<file path="src/stencil_to_csr_row_generator_core_assert.svh">
// Assertion macros shared by the block. The enclosing scope must provide clk and rst_n.
`ifndef STENCIL_TO_CSR_ROW_GENERATOR_CORE_ASSERT_SVH
`define STENCIL_TO_CSR_ROW_GENERATOR_CORE_ASSERT_SVH

// The consequent must hold in the same cycle as the antecedent.
`define S2CSR_ASSERT_IMP(lbl, ante, cons) \
    lbl: assert property (@(posedge clk) disable iff (!rst_n) (ante) |-> (cons)) \
        else $error("s2csr assertion failed");

// The consequent must hold in the cycle after the antecedent.
`define S2CSR_ASSERT_NEXT(lbl, ante, cons) \
    lbl: assert property (@(posedge clk) disable iff (!rst_n) (ante) |=> (cons)) \
        else $error("s2csr assertion failed");

`endif

</file>
<file path="src/s2csr_pkg.sv">
`timescale 1ns / 1ps

package s2csr_pkg;

    localparam int COLUMN_W   = 19;
    localparam int ROW_PTR_W  = 23;
    localparam int INDEX_W    = 5;
    localparam int DATA_W     = 32;
    localparam int CFG_ADDR_W = 5;

    // Input item kinds.
    localparam logic KIND_LOAD  = 1'b0;
    localparam logic KIND_POINT = 1'b1;

    // Register indexes (byte address / 4).
    localparam logic [2:0] REG_DIM_X         = 3'd0;
    localparam logic [2:0] REG_DIM_Y         = 3'd1;
    localparam logic [2:0] REG_DIM_Z         = 3'd2;
    localparam logic [2:0] REG_STENCIL_WIDTH = 3'd3;
    localparam logic [2:0] REG_KINETIC_SCALE = 3'd4;

    // Side information that travels with one entry through the datapath.
    typedef struct packed {
        logic                        row_last;
        logic [ROW_PTR_W-1:0]        row_pointer;
        logic [COLUMN_W-1:0]         column;
        logic signed [DATA_W-1:0]    pot_term;
    } s2csr_tag_t;

endpackage

</file>
<file path="src/s2csr_if.sv">
`timescale 1ns / 1ps

interface s2csr_item_if
    import s2csr_pkg::*;
();
    logic                     valid;
    logic                     ready;
    logic                     kind;
    logic [INDEX_W-1:0]       coef_index;
    logic signed [DATA_W-1:0] coef_value;
    logic signed [DATA_W-1:0] potential;

    modport source (output valid, kind, coef_index, coef_value, potential, input ready);
    modport sink (input valid, kind, coef_index, coef_value, potential, output ready);
endinterface

interface s2csr_entry_if
    import s2csr_pkg::*;
#(
    parameter int VALUE_BITS = 32
) ();
    logic                         valid;
    logic                         ready;
    logic [COLUMN_W-1:0]          column;
    logic signed [VALUE_BITS-1:0] entry_value;
    logic [ROW_PTR_W-1:0]         row_pointer;
    logic                         row_last;

    modport source (output valid, column, entry_value, row_pointer, row_last, input ready);
    modport sink (input valid, column, entry_value, row_pointer, row_last, output ready);
endinterface

</file>
<file path="src/stencil_to_csr_row_generator_core.sv">
`timescale 1ns / 1ps

// Stencil-to-CSR row generator. Program dim_x, dim_y, dim_z, stencil_width and
// kinetic_scale over APB (byte addresses 0, 4, 8, 12, 16), stream the stencil
// coefficients in as load items, then send one point item per grid point in
// x-major, y-middle, z-minor order. Each point yields one entry per in-bounds
// neighbor in stencil order, and the last entry of a row carries row_last and
// the row pointer. A point has 1 to 27 in-bounds neighbors; no new item is
// taken until the last of them is issued, because a single sequencer steps
// through the neighbors and feeds one shared coefficient read and multiplier
// each cycle unless the pipeline stalls, which it does as a whole while the
// output transfer is held off. Entries pass through the coefficient read,
// product and output registers. Writing a geometry register restarts the frame.
module stencil_to_csr_row_generator_core
    import s2csr_pkg::*;
#(
    parameter int MAX_DIM    = 64,
    parameter int MAX_WIDTH  = 3,
    parameter int VALUE_BITS = 32
) (
    input  logic                  clk,
    input  logic                  rst_n,
    s2csr_item_if.sink            items,
    s2csr_entry_if.source         entries,
    input  logic                  psel,
    input  logic                  penable,
    input  logic                  pwrite,
    input  logic [CFG_ADDR_W-1:0] paddr,
    input  logic [DATA_W-1:0]     pwdata,
    output logic [DATA_W-1:0]     prdata,
    output logic                  pready
);

`include "stencil_to_csr_row_generator_core_assert.svh"

    localparam int COEF_DEPTH = MAX_WIDTH * MAX_WIDTH * MAX_WIDTH;
    localparam int ADDR_W     = (COEF_DEPTH > 1) ? $clog2(COEF_DEPTH) : 1;
    localparam bit DEPTH_POW2 = (COEF_DEPTH & (COEF_DEPTH - 1)) == 0;
    localparam int HALF_MAX   = MAX_WIDTH / 2;
    localparam int POS_W      = $clog2(MAX_DIM);
    localparam int EFF_W      = $clog2(MAX_DIM + 1);

    typedef enum logic [1:0] {
        ST_IDLE = 2'b01,
        ST_RUN  = 2'b10
    } state_t;

    // Configuration registers.
    logic [6:0]        dim_x_reg, dim_y_reg, dim_z_reg;
    logic [1:0]        sw_reg;
    logic [DATA_W-1:0] scale_reg;

    state_t               state_reg;
    logic [POS_W-1:0]     pos_x_reg, pos_y_reg, pos_z_reg;
    logic [COLUMN_W-1:0]  point_reg;
    logic [ROW_PTR_W-1:0] count_reg;
    logic [1:0]           ox_reg, oy_reg, oz_reg;
    logic [1:0]           ox_min_reg, oy_min_reg, oz_min_reg;
    logic [1:0]           ox_max_reg, oy_max_reg, oz_max_reg;
    logic [DATA_W-1:0]    pot_reg;
    logic [COLUMN_W-1:0]  stride_reg;
    logic [COLUMN_W-1:0]  nz_col_reg;

    logic [DATA_W-1:0]    coef_mem [COEF_DEPTH];
    logic [DATA_W-1:0]    coef_rd_reg;
    logic                 s1_valid_reg;
    s2csr_tag_t           s1_tag_reg;

    logic [EFF_W-1:0]     nx, ny, nz;
    logic                 half;
    logic                 cfg_we, geom_we;
    logic                 accept, point_acc, load_we;
    logic                 issue, adv, last_step;
    logic [INDEX_W-1:0]   sidx;
    logic [ADDR_W-1:0]    ridx;
    logic [COLUMN_W-1:0]  term_x, term_y, term_z, col_next;
    logic                 diag;
    logic [ROW_PTR_W-1:0] count_inc;
    s2csr_tag_t           tag_next;
    logic                 dp_valid;
    s2csr_tag_t           dp_tag;
    logic signed [VALUE_BITS-1:0] dp_value;

    function automatic logic [EFF_W-1:0] eff_dim(input logic [6:0] d);
        if (d == 7'd0)
        begin
            return EFF_W'(1);
        end
        else if (int'(d) > MAX_DIM)
        begin
            return EFF_W'(MAX_DIM);
        end
        return EFF_W'(d);
    endfunction

    function automatic logic [1:0] off_min(input logic h, input logic [POS_W-1:0] p);
        return (h && p == '0) ? 2'd1 : 2'd0;
    endfunction

    function automatic logic [1:0] off_max(input logic h, input logic [POS_W-1:0] p,
                                           input logic [EFF_W-1:0] n);
        if (!h)
        begin
            return 2'd0;
        end
        return (EFF_W'(p) + EFF_W'(1) == n) ? 2'd1 : 2'd2;
    endfunction

    // Offset of a neighbor along one axis: offset 2 steps forward, and offset 0 steps back when the half width is one.
    function automatic logic [COLUMN_W-1:0] axis_term(input logic h, input logic [1:0] o,
                                                      input logic [COLUMN_W-1:0] s);
        if (h && o == 2'd0)
        begin
            return COLUMN_W'(0) - s;
        end
        else if (o == 2'd2)
        begin
            return s;
        end
        return '0;
    endfunction

    assign nx   = eff_dim(dim_x_reg);
    assign ny   = eff_dim(dim_y_reg);
    assign nz   = eff_dim(dim_z_reg);
    assign half = (HALF_MAX > 0) && sw_reg[1];

    // APB
    assign pready  = 1'b1;
    assign cfg_we  = psel && penable && pwrite && pready;
    assign geom_we = cfg_we && (paddr[4:2] == REG_DIM_X || paddr[4:2] == REG_DIM_Y ||
                                paddr[4:2] == REG_DIM_Z || paddr[4:2] == REG_STENCIL_WIDTH);

    always_comb
    begin
        unique case (paddr[4:2])
            REG_DIM_X:         prdata = {25'd0, dim_x_reg};
            REG_DIM_Y:         prdata = {25'd0, dim_y_reg};
            REG_DIM_Z:         prdata = {25'd0, dim_z_reg};
            REG_STENCIL_WIDTH: prdata = {30'd0, sw_reg};
            REG_KINETIC_SCALE: prdata = scale_reg;
            default:           prdata = '0;
        endcase
    end

    always_ff @(posedge clk or negedge rst_n)
    begin
        if (!rst_n)
        begin
            dim_x_reg <= 7'd1;
            dim_y_reg <= 7'd1;
            dim_z_reg <= 7'd1;
            sw_reg    <= 2'd3;
            scale_reg <= 32'h0001_0000;
        end
        else if (cfg_we)
        begin
            unique case (paddr[4:2])
                REG_DIM_X:         dim_x_reg <= pwdata[6:0];
                REG_DIM_Y:         dim_y_reg <= pwdata[6:0];
                REG_DIM_Z:         dim_z_reg <= pwdata[6:0];
                REG_STENCIL_WIDTH: sw_reg    <= pwdata[1:0];
                REG_KINETIC_SCALE: scale_reg <= pwdata;
                default:           ;
            endcase
        end
    end

    // Handshake and sequencer control.
    assign items.ready = (state_reg == ST_IDLE);
    assign accept      = items.valid && items.ready;
    assign point_acc   = accept && items.kind == KIND_POINT;
    assign load_we     = accept && items.kind == KIND_LOAD && int'(items.coef_index) < COEF_DEPTH;
    assign issue       = (state_reg == ST_RUN) && adv;
    assign last_step   = ox_reg == ox_max_reg && oy_reg == oy_max_reg && oz_reg == oz_max_reg;

    assign sidx = half ? (5'(ox_reg) * 5'd9 + 5'(oy_reg) * 5'd3 + 5'(oz_reg)) : '0;
    assign ridx = ADDR_W'(DEPTH_POW2 ? (sidx & INDEX_W'(COEF_DEPTH - 1)) : sidx);
    assign diag = half ? (ox_reg == 2'd1 && oy_reg == 2'd1 && oz_reg == 2'd1) : 1'b1;

    assign term_x   = axis_term(half, ox_reg, stride_reg);
    assign term_y   = axis_term(half, oy_reg, nz_col_reg);
    assign term_z   = axis_term(half, oz_reg, COLUMN_W'(1));
    assign col_next = point_reg + term_x + term_y + term_z + COLUMN_W'(1);
    assign count_inc = count_reg + ROW_PTR_W'(1);

    always_comb
    begin
        tag_next.row_last    = last_step;
        tag_next.row_pointer = last_step ? (count_inc + ROW_PTR_W'(1)) : '0;
        tag_next.column      = col_next;
        tag_next.pot_term    = diag ? pot_reg : '0;
    end

    always_ff @(posedge clk)
    begin
        stride_reg <= COLUMN_W'(ny) * COLUMN_W'(nz);
        nz_col_reg <= COLUMN_W'(nz);
    end

    always_ff @(posedge clk or negedge rst_n)
    begin
        if (!rst_n)
        begin
            state_reg  <= ST_IDLE;
            pos_x_reg  <= '0;
            pos_y_reg  <= '0;
            pos_z_reg  <= '0;
            point_reg  <= '0;
            count_reg  <= '0;
            ox_reg     <= '0;
            oy_reg     <= '0;
            oz_reg     <= '0;
            ox_min_reg <= '0;
            oy_min_reg <= '0;
            oz_min_reg <= '0;
            ox_max_reg <= '0;
            oy_max_reg <= '0;
            oz_max_reg <= '0;
        end
        else if (geom_we)
        begin
            pos_x_reg <= '0;
            pos_y_reg <= '0;
            pos_z_reg <= '0;
            point_reg <= '0;
            count_reg <= '0;
        end
        else
        begin
            unique case (state_reg)
                ST_IDLE:
                begin
                    if (point_acc)
                    begin
                        ox_reg     <= off_min(half, pos_x_reg);
                        oy_reg     <= off_min(half, pos_y_reg);
                        oz_reg     <= off_min(half, pos_z_reg);
                        ox_min_reg <= off_min(half, pos_x_reg);
                        oy_min_reg <= off_min(half, pos_y_reg);
                        oz_min_reg <= off_min(half, pos_z_reg);
                        ox_max_reg <= off_max(half, pos_x_reg, nx);
                        oy_max_reg <= off_max(half, pos_y_reg, ny);
                        oz_max_reg <= off_max(half, pos_z_reg, nz);
                        state_reg  <= ST_RUN;
                    end
                end
                ST_RUN:
                begin
                    if (adv)
                    begin
                        count_reg <= count_inc;
                        if (oz_reg != oz_max_reg)
                        begin
                            oz_reg <= oz_reg + 2'd1;
                        end
                        else
                        begin
                            oz_reg <= oz_min_reg;
                            if (oy_reg != oy_max_reg)
                            begin
                                oy_reg <= oy_reg + 2'd1;
                            end
                            else
                            begin
                                oy_reg <= oy_min_reg;
                                ox_reg <= ox_reg + 2'd1;
                            end
                        end
                        if (last_step)
                        begin
                            state_reg <= ST_IDLE;
                            point_reg <= point_reg + COLUMN_W'(1);
                            if (EFF_W'(pos_z_reg) + EFF_W'(1) != nz)
                            begin
                                pos_z_reg <= pos_z_reg + POS_W'(1);
                            end
                            else
                            begin
                                pos_z_reg <= '0;
                                if (EFF_W'(pos_y_reg) + EFF_W'(1) != ny)
                                begin
                                    pos_y_reg <= pos_y_reg + POS_W'(1);
                                end
                                else
                                begin
                                    pos_y_reg <= '0;
                                    if (EFF_W'(pos_x_reg) + EFF_W'(1) != nx)
                                    begin
                                        pos_x_reg <= pos_x_reg + POS_W'(1);
                                    end
                                    else
                                    begin
                                        // End of grid: the next point starts a new matrix.
                                        pos_x_reg <= '0;
                                        point_reg <= '0;
                                        count_reg <= '0;
                                    end
                                end
                            end
                        end
                    end
                end
                default:
                begin
                    state_reg <= ST_IDLE;
                end
            endcase
        end
    end

    always_ff @(posedge clk)
    begin
        if (point_acc)
        begin
            pot_reg <= items.potential;
        end
    end

    // Coefficient store with registered read.
    always_ff @(posedge clk)
    begin
        if (load_we)
        begin
            coef_mem[ADDR_W'(items.coef_index)] <= items.coef_value;
        end
        if (issue)
        begin
            coef_rd_reg <= coef_mem[ridx];
        end
    end

    always_ff @(posedge clk or negedge rst_n)
    begin
        if (!rst_n)
        begin
            s1_valid_reg <= 1'b0;
        end
        else if (adv)
        begin
            s1_valid_reg <= issue;
        end
    end

    always_ff @(posedge clk)
    begin
        if (issue)
        begin
            s1_tag_reg <= tag_next;
        end
    end

    s2csr_datapath #(
        .VALUE_BITS (VALUE_BITS)
    ) u_datapath (
        .clk        (clk),
        .rst_n      (rst_n),
        .step_valid (s1_valid_reg),
        .step_tag   (s1_tag_reg),
        .coef       (coef_rd_reg),
        .scale      (scale_reg),
        .out_ready  (entries.ready),
        .adv        (adv),
        .out_valid  (dp_valid),
        .out_tag    (dp_tag),
        .out_value  (dp_value)
    );

    assign entries.valid       = dp_valid;
    assign entries.column      = dp_tag.column;
    assign entries.entry_value = dp_value;
    assign entries.row_pointer = dp_tag.row_pointer;
    assign entries.row_last    = dp_tag.row_last;

    `S2CSR_ASSERT_IMP(a_rp_only_last, entries.valid && !entries.row_last,
                      entries.row_pointer == '0)
    `S2CSR_ASSERT_NEXT(a_point_runs, point_acc && !geom_we, state_reg == ST_RUN)
    `S2CSR_ASSERT_IMP(a_offsets_bound, state_reg == ST_RUN,
                      oz_reg <= oz_max_reg && oy_reg <= oy_max_reg && ox_reg <= ox_max_reg)
    `S2CSR_ASSERT_IMP(a_pos_in_grid, !geom_we,
                      EFF_W'(pos_x_reg) < nx && EFF_W'(pos_y_reg) < ny && EFF_W'(pos_z_reg) < nz)

endmodule

</file>
<file path="src/s2csr_datapath.sv">
`timescale 1ns / 1ps

module s2csr_datapath
    import s2csr_pkg::*;
#(
    parameter int VALUE_BITS = 32
) (
    input  logic                         clk,
    input  logic                         rst_n,
    input  logic                         step_valid,
    input  s2csr_tag_t                   step_tag,
    input  logic signed [DATA_W-1:0]     coef,
    input  logic signed [DATA_W-1:0]     scale,
    input  logic                         out_ready,
    output logic                         adv,
    output logic                         out_valid,
    output s2csr_tag_t                   out_tag,
    output logic signed [VALUE_BITS-1:0] out_value
);

    localparam int PROD_W  = 2 * DATA_W;
    localparam int SHIFT_W = PROD_W - 18;
    localparam int SUM_W   = 49;
    localparam logic signed [SUM_W-1:0] SAT_HI =
        {{(SUM_W - VALUE_BITS + 1){1'b0}}, {(VALUE_BITS - 1){1'b1}}};
    localparam logic signed [SUM_W-1:0] SAT_LO = ~SAT_HI;

    logic                      s2_valid_reg;
    logic signed [PROD_W-1:0]  s2_prod_reg;
    s2csr_tag_t                s2_tag_reg;
    logic                      out_valid_reg;
    s2csr_tag_t                out_tag_reg;
    logic signed [VALUE_BITS-1:0] out_value_reg;

    logic signed [SHIFT_W-1:0] shifted;
    logic signed [SUM_W-1:0]   sum;
    logic signed [VALUE_BITS-1:0] value_next;

    assign adv = !out_valid_reg || out_ready;

    // Divide by four and drop to Q16.16 with round half up, then add the potential.
    assign shifted = s2_prod_reg[PROD_W-1:18];
    assign sum = {{(SUM_W - SHIFT_W){shifted[SHIFT_W-1]}}, shifted}
               + {{(SUM_W - DATA_W){s2_tag_reg.pot_term[DATA_W-1]}}, s2_tag_reg.pot_term}
               + {{(SUM_W - 1){1'b0}}, s2_prod_reg[17]};

    always_comb
    begin
        if (sum > SAT_HI)
        begin
            value_next = SAT_HI[VALUE_BITS-1:0];
        end
        else if (sum < SAT_LO)
        begin
            value_next = SAT_LO[VALUE_BITS-1:0];
        end
        else
        begin
            value_next = sum[VALUE_BITS-1:0];
        end
    end

    always_ff @(posedge clk or negedge rst_n)
    begin
        if (!rst_n)
        begin
            s2_valid_reg  <= 1'b0;
            out_valid_reg <= 1'b0;
        end
        else if (adv)
        begin
            s2_valid_reg  <= step_valid;
            out_valid_reg <= s2_valid_reg;
        end
    end

    always_ff @(posedge clk)
    begin
        if (adv)
        begin
            s2_prod_reg   <= scale * coef;
            s2_tag_reg    <= step_tag;
            out_tag_reg   <= s2_tag_reg;
            out_value_reg <= value_next;
        end
    end

    assign out_valid = out_valid_reg;
    assign out_tag   = out_tag_reg;
    assign out_value = out_value_reg;

endmodule

</file>
<file path="src/flat_wrapper.sv">
// flat-port wrapper written by rule: the top's interface ports become plain ports
module stencil_to_csr_row_generator_core_flat import s2csr_pkg::*;
#(
    parameter int MAX_DIM    = 64,
    parameter int MAX_WIDTH  = 3,
    parameter int VALUE_BITS = 32
)
  (clk, rst_n, psel, penable, pwrite, paddr, pwdata, prdata, pready, items_valid, items_kind, items_coef_index, items_coef_value, items_potential, items_ready, entries_valid, entries_column, entries_entry_value, entries_row_pointer, entries_row_last, entries_ready);
  s2csr_item_if items_i ();
  s2csr_entry_if #(.VALUE_BITS(VALUE_BITS)) entries_i ();
  input  logic clk;
  input  logic rst_n;
  input  logic psel;
  input  logic penable;
  input  logic pwrite;
  input  logic [CFG_ADDR_W-1:0] paddr;
  input  logic [DATA_W-1:0] pwdata;
  output logic [DATA_W-1:0] prdata;
  output logic pready;
  input wire logic [$bits(items_i.valid)-1:0] items_valid;
  input wire logic [$bits(items_i.kind)-1:0] items_kind;
  input wire logic [$bits(items_i.coef_index)-1:0] items_coef_index;
  input wire logic [$bits(items_i.coef_value)-1:0] items_coef_value;
  input wire logic [$bits(items_i.potential)-1:0] items_potential;
  output wire logic [$bits(items_i.ready)-1:0] items_ready;
  output wire logic [$bits(entries_i.valid)-1:0] entries_valid;
  output wire logic [$bits(entries_i.column)-1:0] entries_column;
  output wire logic [$bits(entries_i.entry_value)-1:0] entries_entry_value;
  output wire logic [$bits(entries_i.row_pointer)-1:0] entries_row_pointer;
  output wire logic [$bits(entries_i.row_last)-1:0] entries_row_last;
  input wire logic [$bits(entries_i.ready)-1:0] entries_ready;
  assign items_i.valid = items_valid;
  assign items_i.kind = items_kind;
  assign items_i.coef_index = items_coef_index;
  assign items_i.coef_value = items_coef_value;
  assign items_i.potential = items_potential;
  assign items_ready = items_i.ready;
  assign entries_valid = entries_i.valid;
  assign entries_column = entries_i.column;
  assign entries_entry_value = entries_i.entry_value;
  assign entries_row_pointer = entries_i.row_pointer;
  assign entries_row_last = entries_i.row_last;
  assign entries_i.ready = entries_ready;
  stencil_to_csr_row_generator_core #(.MAX_DIM(MAX_DIM), .MAX_WIDTH(MAX_WIDTH), .VALUE_BITS(VALUE_BITS)) u_core (.clk(clk), .rst_n(rst_n), .items(items_i), .entries(entries_i), .psel(psel), .penable(penable), .pwrite(pwrite), .paddr(paddr), .pwdata(pwdata), .prdata(prdata), .pready(pready));
endmodule
</file>
<file path="config.mk">
export PLATFORM = sky130hd
export DESIGN_NAME = stencil_to_csr_row_generator_core_flat
export DESIGN_NICKNAME = d
export VERILOG_FILES = /design/src/s2csr_pkg.sv /design/src/s2csr_if.sv /design/src/stencil_to_csr_row_generator_core.sv /design/src/s2csr_datapath.sv /design/src/flat_wrapper.sv
export VERILOG_INCLUDE_DIRS = /design/src /design/src/src
export SDC_FILE = /design/constraint.sdc
export NUM_CORES = 2
export LEC_CHECK = 0
export ABC_AREA = 1
export BUFFER_PORTS_ARGS = -buffer_cell sky130_fd_sc_hd__buf_2
export CORE_MARGIN = 4
export CORE_UTILIZATION = 40
export DETAILED_ROUTE_END_ITERATION = 6
export PLACE_DENSITY_LB_ADDON = 0.08
export SKIP_CTS_REPAIR_TIMING = 1
export SLEW_MARGIN = 10
export SYNTH_ARGS = -nofsm -noshare
export SYNTH_HDL_FRONTEND = slang
export SYNTH_SLANG_ARGS = --single-unit
export TNS_END_PERCENT = 30
</file>
<file path="constraint.sdc">
create_clock -name clk -period 12 [get_ports clk]
set_input_delay 1.8 -clock clk [delete_from_list [all_inputs] [get_ports clk]]
set_output_delay 1.8 -clock clk [all_outputs]
set_load 0.005 [all_outputs]
</file>
==> summary.md <==
The run finished with clean final reports. The synthesized design contains 1355 register bits. The tree built by TritonCTS fans out to 1355 sinks.

Cells with a size suffix above 1 make up 6.93% of the layout. Cell count after synthesis: 9975. For the share of the yosys chip area belonging to registers, the log shows 40.7%.

Yosys attributes the largest share of cell area to edfxtp_1 37%, fa_1 23%, nand2_1 9.4%. The mapped netlist covers 97800 µm². The slew at the pin closest to its max-slew limit is 1.25 ns, and the ratio of routed vias to standard cells is 5.09. Setup repair after global routing left no endpoint under its margin. Of all cell types, the one taking the most synthesized area is edfxtp_1.

The layout has 23518 filler cells. In the routed design, unresolved DRC markers number 0. The first global-routing pass estimated 444000 µm of wire. At the placement stage, the worst setup path has a slack of 2.91 ns. The buffer depth of the longest clock path is 3. The tools report the via count of the first global-routing pass as 71965. Headroom to the max-slew limit came out at 16.9%.

The share of the core filled with cells is 44.3%. Most common library cell in the layout ignoring fill and taps: nand2_1. The synthesized design contains 1200 enable-type register cells.

The count of unique library cells instantiated by Yosys is 69, and the setup TNS is 0 ns. For the final database, setup skew stands at 0.119 ns. The tree is rooted in a clkbuf_16.

The H-tree generated during clock tree synthesis spans 4 levels. After floorplanning, the core was sized to cover 243000 µm². Type of the worst setup path: reg2reg.

The run gives 12.54 ns as the data required time of the critical path. TritonCTS built the clock tree. The path class of the tightest hold or removal check is reg2reg. After detailed routing, the average wire length per cell comes to 21.5 µm.

The share of synthesized flip-flops with an asynchronous set or reset came out at 9.89%. The floorplan has 181 rows. The global routing usage summed across all routing layers is 23.1%, and the setup violation total in the final timing report is 0. The initial antenna violation count is 23, and the total wire length after detailed routing is 288000 µm. The maximum fanout along the worst path works out to 25.

The top flip-flop cell by instance count after synthesis is edfxtp_1. Once detailed placement completed, the half-perimeter wirelength came to 200000 µm. The worst setup path is launched from a flip-flop. The largest net degree at the start of global routing is 134, and the die extent in x is 502 µm. After synthesis, the mean cell area works out to 9.80 µm².

The number of top-level design ports is 224, and the height of the die is 502 µm. Number of vias in the routed layout: 68130. The final hold violation count is 0. The post-synth net total came out at 11535. The final worst-path setup slack is 3.01 ns. The share of Yosys cell area claimed by the top area cell type is 36.9%, and the iteration-0 DRC count of the detailed router is 4520.

Hold is met by 0.380 ns. The congestion estimate from routability-driven global placement came to 0.940. The register with the most flip-flops in the layout has 864 of them. The final max-slew violation count was 0. Of the available clock period, the critical path in the final layout requires 74.9%. The arrival time at the worst endpoint was 9.53 ns; the count of buffers from port buffering was 220. After clock tree synthesis, the clock-pin slew on the worst setup and hold paths is 0.06 ns. Summed over all layers, the global routing overflow is 0. Subtracting the final worst setup slack from the clock period gives 8.99 ns. Yosys printed 0 warnings. Max-cap violations in this run came to 0. The post-route antenna net violation count is 0, and the effective utilization at floorplan is 40.2%. The clock latency at the later pin of the worst-skew pair was 0.88 ns.

Counting the buffers created by CTS gives 155. For the fmax, the log shows 111 MHz. The worst setup path is captured at a flip-flop. The first TritonRoute pass finished after 6 iterations. The die area is 252000 µm², and the net count of the finished layout is 11614.

Compared with the post-synthesis result, the final layout area differs by 10.2%. Leaving out fill and tap cells, the most frequent cells in the layout are 2440 x nand2_1, 2029 x inv_1, 1200 x edfxtp_1, 1143 x fa_1, 507 x nor2_1.
per-stage QoR:
stage / area [µm²] / instances
final: 108000 / 13389
after global routing: 108000 / 13383
after CTS: 108000 / 13381
after detailed placement: 103000 / 13099
after global placement: 103000 / 13099
after floorplan: 97800 / 9975
cells by family (layout without fill, tap and decap cells):
logic type	after synthesis	after routing	synth area share [%]
fa+ha+maj	1446	1446	27.3
simple gates	3377	3377	13.8
buf+inv	2487	2691	9.62
mux	1	1	0.0102
compound gates	1139	1139	7.03
flops	1355	1355	40.7
xor+xnor	169	169	1.54
other cells	1	9	0.00384
synthesized netlist by cell type, types with 10 or more instances:
| cell | number |
|---|---|
| a221oi_1 | 18 |
| nor3_1 | 63 |
| nand3_1 | 182 |
| xor2_1 | 112 |
| nand4_1 | 61 |
| nor2_2 | 15 |
| or2_2 | 10 |
| clkbuf_1 | 381 |
| a31oi_1 | 70 |
| inv_2 | 13 |
| nand2_2 | 14 |
| inv_1 | 2034 |
| o21ai_1 | 13 |
| a21oi_1 | 278 |
| a211oi_1 | 47 |
| buf_1 | 24 |
| edfxtp_1 | 1200 |
| xnor2_1 | 54 |
| fa_1 | 1143 |
| o221ai_1 | 123 |
| nor2_1 | 540 |
| buf_2 | 23 |
| a32oi_1 | 22 |
| dfrtp_1 | 127 |
| o22ai_1 | 84 |
| o21ai_0 | 401 |
| dfxtp_1 | 21 |
| nand2_1 | 2441 |
| o211ai_1 | 11 |
| ha_1 | 303 |
layout make-up:
| class | instances | area (µm²) | share of cell area [%] |
|---|---|---|---|
| flip-flops and latches | 1355 | 39800 | 37.0 |
| inverters | 2051 | 7720 | 7.17 |
| diodes | 8 | 20.0 | 0.0186 |
| repair buffers | 358 | 2190 | 2.04 |
| clock buffers | 188 | 4010 | 3.72 |
| clock inverters | 94 | 1130 | 1.05 |
| multi-input cells | 6133 | 48800 | 45.3 |
| well taps | 3202 | 4010 | 3.72 |
layer usage:
layer  GRT usage (%)  routed length, µm  vias to the layer above
li1                -                  -                    31538
met1            30.2             123000                    34809
met2            41.1             146000                     1408
met3            2.62              11400                      365
met4            5.69               7300                       10
met5               0                 72                        -
path summary, 6_finish.rpt:
check / startpoint / end / slack [ns] / depth (start not counted)
setup / recovery: u_core.scale_reg[31] / u_core.u_datapath.s2_prod_reg[57] / 3.01 / 23
hold / removal: u_core.s1_tag_reg[30] / u_core.u_datapath.s2_tag_reg[30] / 0.38 / 0
setup reg to reg: u_core.scale_reg[31] / u_core.u_datapath.s2_prod_reg[57] / 3.01 / 23
hold reg to reg: u_core.s1_tag_reg[30] / u_core.u_datapath.s2_tag_reg[30] / 0.38 / 0
max in group asynchronous: rst_n / u_core.oy_max_reg[1] / 9.53 / 2
min in group asynchronous: rst_n / u_core.count_reg[14] / 1.04 / 1
worst max-delay path: stages (launching register included):
cell	delay, ns
dfrtp_1	0.81
buf_4	0.44
nand2_1	0.19
fa_1	0.67
fa_1	0.47
inv_1	0.09
fa_1	0.45
fa_1	0.99
inv_1	0.46
fa_1	0.60
inv_1	0.06
fa_1	0.53
inv_1	0.05
fa_1	0.47
inv_1	0.05
fa_1	0.45
ha_1	0.46
nand2_1	0.14
nor2_1	0.31
inv_1	0.11
nor3_1	0.29
nand2_1	0.08
o21ai_0	0.43
xor2_1	0.16
Power is not shown: default switching activity piles up to over one toggle a cycle in this logic, so the estimate is an artifact.
